File: config.mk
export PLATFORM = sky130hd
export DESIGN_NAME = dhsd_ram
export DESIGN_NICKNAME = d
export VERILOG_FILES = /design/src/rtl/dhsd_ram.sv
export SDC_FILE = /design/constraint.sdc
export NUM_CORES = 1
export LEC_CHECK = 0
export BUFFER_PORTS_ARGS = -buffer_cell sky130_fd_sc_hd__buf_2
export CAP_MARGIN = 20
export CORE_UTILIZATION = 60
export DETAILED_ROUTE_END_ITERATION = 7
export GPL_TIMING_DRIVEN = 0
export PLACE_DENSITY = 0.78
export SLEW_MARGIN = 0
export SYNTH_ARGS = -nofsm -noshare
export SYNTH_HDL_FRONTEND = slang
export SYNTH_SLANG_ARGS = --single-unit
export TNS_END_PERCENT = 50
File: constraint.sdc
create_clock -name i_clk -period 1.8 [get_ports i_clk]
set_input_delay 0.18 -clock i_clk [delete_from_list [all_inputs] [get_ports i_clk]]
set_output_delay 0.18 -clock i_clk [all_outputs]
set_load 0.05 [all_outputs]
File: src/rtl/dhsd_ram.sv
// Generic single-clock RAM: one write port, one read port with registered read data.
`timescale 1ns / 1ps
module dhsd_ram #(
    parameter int WIDTH = 8,
    parameter int DEPTH = 16
) (
    input  logic                     i_clk,
    input  logic                     i_we,
    input  logic [$clog2(DEPTH)-1:0] i_waddr,
    input  logic [WIDTH-1:0]         i_wdata,
    input  logic                     i_re,
    input  logic [$clog2(DEPTH)-1:0] i_raddr,
    output logic [WIDTH-1:0]         o_rdata
);

    logic [WIDTH-1:0] mem [DEPTH];
    logic [WIDTH-1:0] r_rdata;

    always_ff @(posedge i_clk) begin
        if (i_we) begin
            mem[i_waddr] <= i_wdata;
        end
        if (i_re) begin
            r_rdata <= mem[i_raddr];
        end
    end

    assign o_rdata = r_rdata;

endmodule

### After elaboration in Yosys (flattened, before gate mapping)

Memory sizes are Yosys's and may differ from the RTL's. A register that Yosys moved wholly into a read port is not among the register bits.
Index checks and enable logic that the tools add are counted.

* register bits after elaboration: 0
* memories kept: 1
* output and inout bits: 8
* RAM bits: 128

* multiplexer cells: 2

Memories
* mem: depth 16, bits a word 8, rd ports 1, clocked after memory_dff 1, write ports 1, RTL line 16 `logic [WIDTH-1:0] mem [DEPTH];`

Operators with widths (number)
* 1-bit two-way mux: 2

### Logic depth before layout (Yosys ltp)

* depth in word-level cells: 2
* depth in mapped cells: 5
* gate-level depth less buffers: 3

### Least setup slack after synthesis

Ideal clock, no wire load.

* kind: in2reg
* start point: in i_waddr[2]
* end point: mem mem[0][0], enable pin
* data arrival time: 1290 ps
* stages: 2
* data required time: 1417 ps
* setup slack: 127 ps
* library setup time: 383 ps
* buffers on the path: 0
* cells stage by stage: or3b_2 nor3_1

RTL lines
* start: declaration: RTL line 9 `input logic [$clog2(DEPTH)-1:0] i_waddr,`
* end: declaration: RTL line 16

No word-level cell before the write port.

==> metrics.csv <==
metric,value,unit
CTS tree,yes,
synth-to-layout area growth,16.75,%
number of clock sinks,136,
"Cell Area, Synth",0.005228,mm2
Routed Antenna Nets,0,
critical path launch point type,flip-flop,
post-CTS setup buffers,0,
"Max FO, Critical Path",1,
# hold bufs at CTS,0,
Max clock buf depth,2,
TritonRoute pass-1 iters,5,
H-Tree Level Count,4,
total routed wirelength,10.42,mm
I/O Buffers,25,
Residual DRC,0,
Vias/cell,6.505,
largest cells by area after synthesis,"edfxtp_1 78%, mux4_2 7.8%, mux4_1 7.0%, a22oi_1 2.3%, nor2_1 0.93%",
width of the die,95.34,um
most frequent cell after synthesis,edfxtp_1,
final std cells w/o fill,394,
Synth Register Bits,136,
CTS clock-pin slew for the worst setup and hold paths,60,ps
R2R depth,3,
hold depth,1,
via count,2563,
Crit Path Category,reg2reg,
first-pass GRT wire length,15.14,mm
Synth area leader,edfxtp_1,
Die H,95.34,um
status,"complete, no violations",
antenna diode count,0,
Clock Latency Late Sink,510,ps
dominant synthesized flop cell,edfxtp_1,
I/O pin cnt,27,
vias in the first global route,2505,
peak supply drop,0.8332,mV
synthesized area per cell,22.83,um2
Synth top cells by count,"136 x edfxtp_1, 18 x mux4_2, 16 x a22oi_1",
Post-DP HPWL,6.155,mm
PwrDens,1216,mW/mm2
layout cell share with drive strength beyond 1,30.10,%
CP Data Required Time,2050,ps
Final Hold Vio Count,0,
Inst Count DP,363,
Max Fclk,602.4,MHz
max cap viols,0,
gr ovfl total,0,
yosys warns,0,
area of all sequential standard cells,0.004084,mm2
Tot GR Track Use,25.48,%
class of the worst hold path,in2reg,
share of synthesized registers carrying an async set or reset,0,%
gp weighted congestion,0.7096,
nets,296,
area of the core,0.008341,mm2
total power,7.421,mW
CTS Buf Count,17,
cell row count,33,
largest net degree at the start of global routing,17,
Setup-failing EPs final,0,
Initial Util,62.68,%
Worst-Margin Slew,811.2,ps
Die ar.,0.009090,mm2
post-DR wirelength/cell,26.45,um
WP data arrival,1910,ps
Starting DRT DRC Count,313,
Tcrit/Tclk final,92.22,%
initial antenna violation count,0,
footprint of the multi-input gates,0.001057,mm2
Final min period,1660,ps
"EDFF count, synth",136,
"Seq/Total Area, Yosys",78.12,%
CP Capture Type,flip-flop,
Post-CTS Resized,0,
filler cell count,463,
Mapped Cells,229,
RSZ-0062 raised after global routing,no,
Syn Nets,248,
Hold Slack,21.31,ps
Setup Skew,4.822,ps
fin util,73.18,%
Yosys cell types,18,
pins over their slew limit,0,
post-synth top area share,78.12,%
Rel. slew slack,45.72,%
Leak,2.060,nW
root buffer cell,clkbuf_8,
[layout by cell type, fill, tap and decap left out]
cell type,instances
clkinv_1,2
and2b_1,1
clkbuf_16,16
nor2_1,13
nand2_1,9
edfxtp_1,136
bufinv_16,4
a22oi_1,16
nand2b_1,2
nand3b_1,2
clkdlybuf4s25_2,3
clkinv_4,2
buf_6,3
clkinv_2,3
buf_4,2
nor3_1,4
nand3_1,1
mux4_1,14
or3b_2,1
mux4_2,18
nor2b_1,1
clkinvlp_4,3
and2_1,1
clkbuf_8,1
buf_2,31
[power by group]
group	total, mW	switching [mW]	internal (mW)
Combinational	0.391	0.252	0.139
Clock	3.44	1.22	2.22
Sequential	3.59	0.0194	3.57
[sequential cells by signal (all words and copies together) (netlist names)]
signal,count
o_rdata,8
mem,128
[worst max-delay path, stage by stage (launching register included)]
cell	delay (ps)
edfxtp_1	380
mux4_1	580
a22oi_1	310
nand2_1	120
[layer usage]
layer  GRT usage, %  vias up  part of all wire (%)
met5              0        -                     0
met3          7.018        7                   6.6
met4          8.460        0                  0.88
li1               -     1084                     -
met2          38.45      127                    49
met1          36.53     1345                    43
[area by class of cell]
| class | count | share of cell area [%] |
|---|---|---|
| flip-flops and latches | 136 | 66.91 |
| multi-input cells | 83 | 17.32 |
| clock buffers | 17 | 6.786 |
| clock inverters | 14 | 2.993 |
| repair buffers | 29 | 2.419 |
| well taps | 105 | 2.153 |
| plain buffers | 10 | 1.415 |
[logic make-up (layout without fill, tap and decap cells)]
logic type	count (synthesis)	after routing	synth area share (%)
AND/OR/NAND/NOR	35	35	3.136
multiplexers	32	32	14.79
buffers and inverters	10	70	1.651
flip-flops	136	136	78.12
AO/OA/AOI/OAI	16	16	2.298
[path summary, 6_finish.rpt]
kind                    from          to  slack (ps)
setup reg to reg   mem[5][0]  o_rdata[0]         140
hold / removal          i_re  o_rdata[2]          20
hold reg to reg   mem[11][2]  o_rdata[2]         780
setup / recovery   mem[5][0]  o_rdata[0]         140
[stage by stage]
| step | cell area, um2 | setup TNS [ps] | setup WS, ps |
|---|---|---|---|
| 2_1_floorplan | 5228 | 0 | 127.1 |
| 3_3_place_gp | 5484 | -5339 | -398.3 |
| 3_5_place_dp | 5507 | -700.0 | -31.55 |
| 4_1_cts | 6103 | 0 | 147.4 |
| 5_1_grt | 6103 | 0 | 131.6 |
| 6_report | 6103 | 0 | 140.1 |
Power figures use the tool's default switching activity.
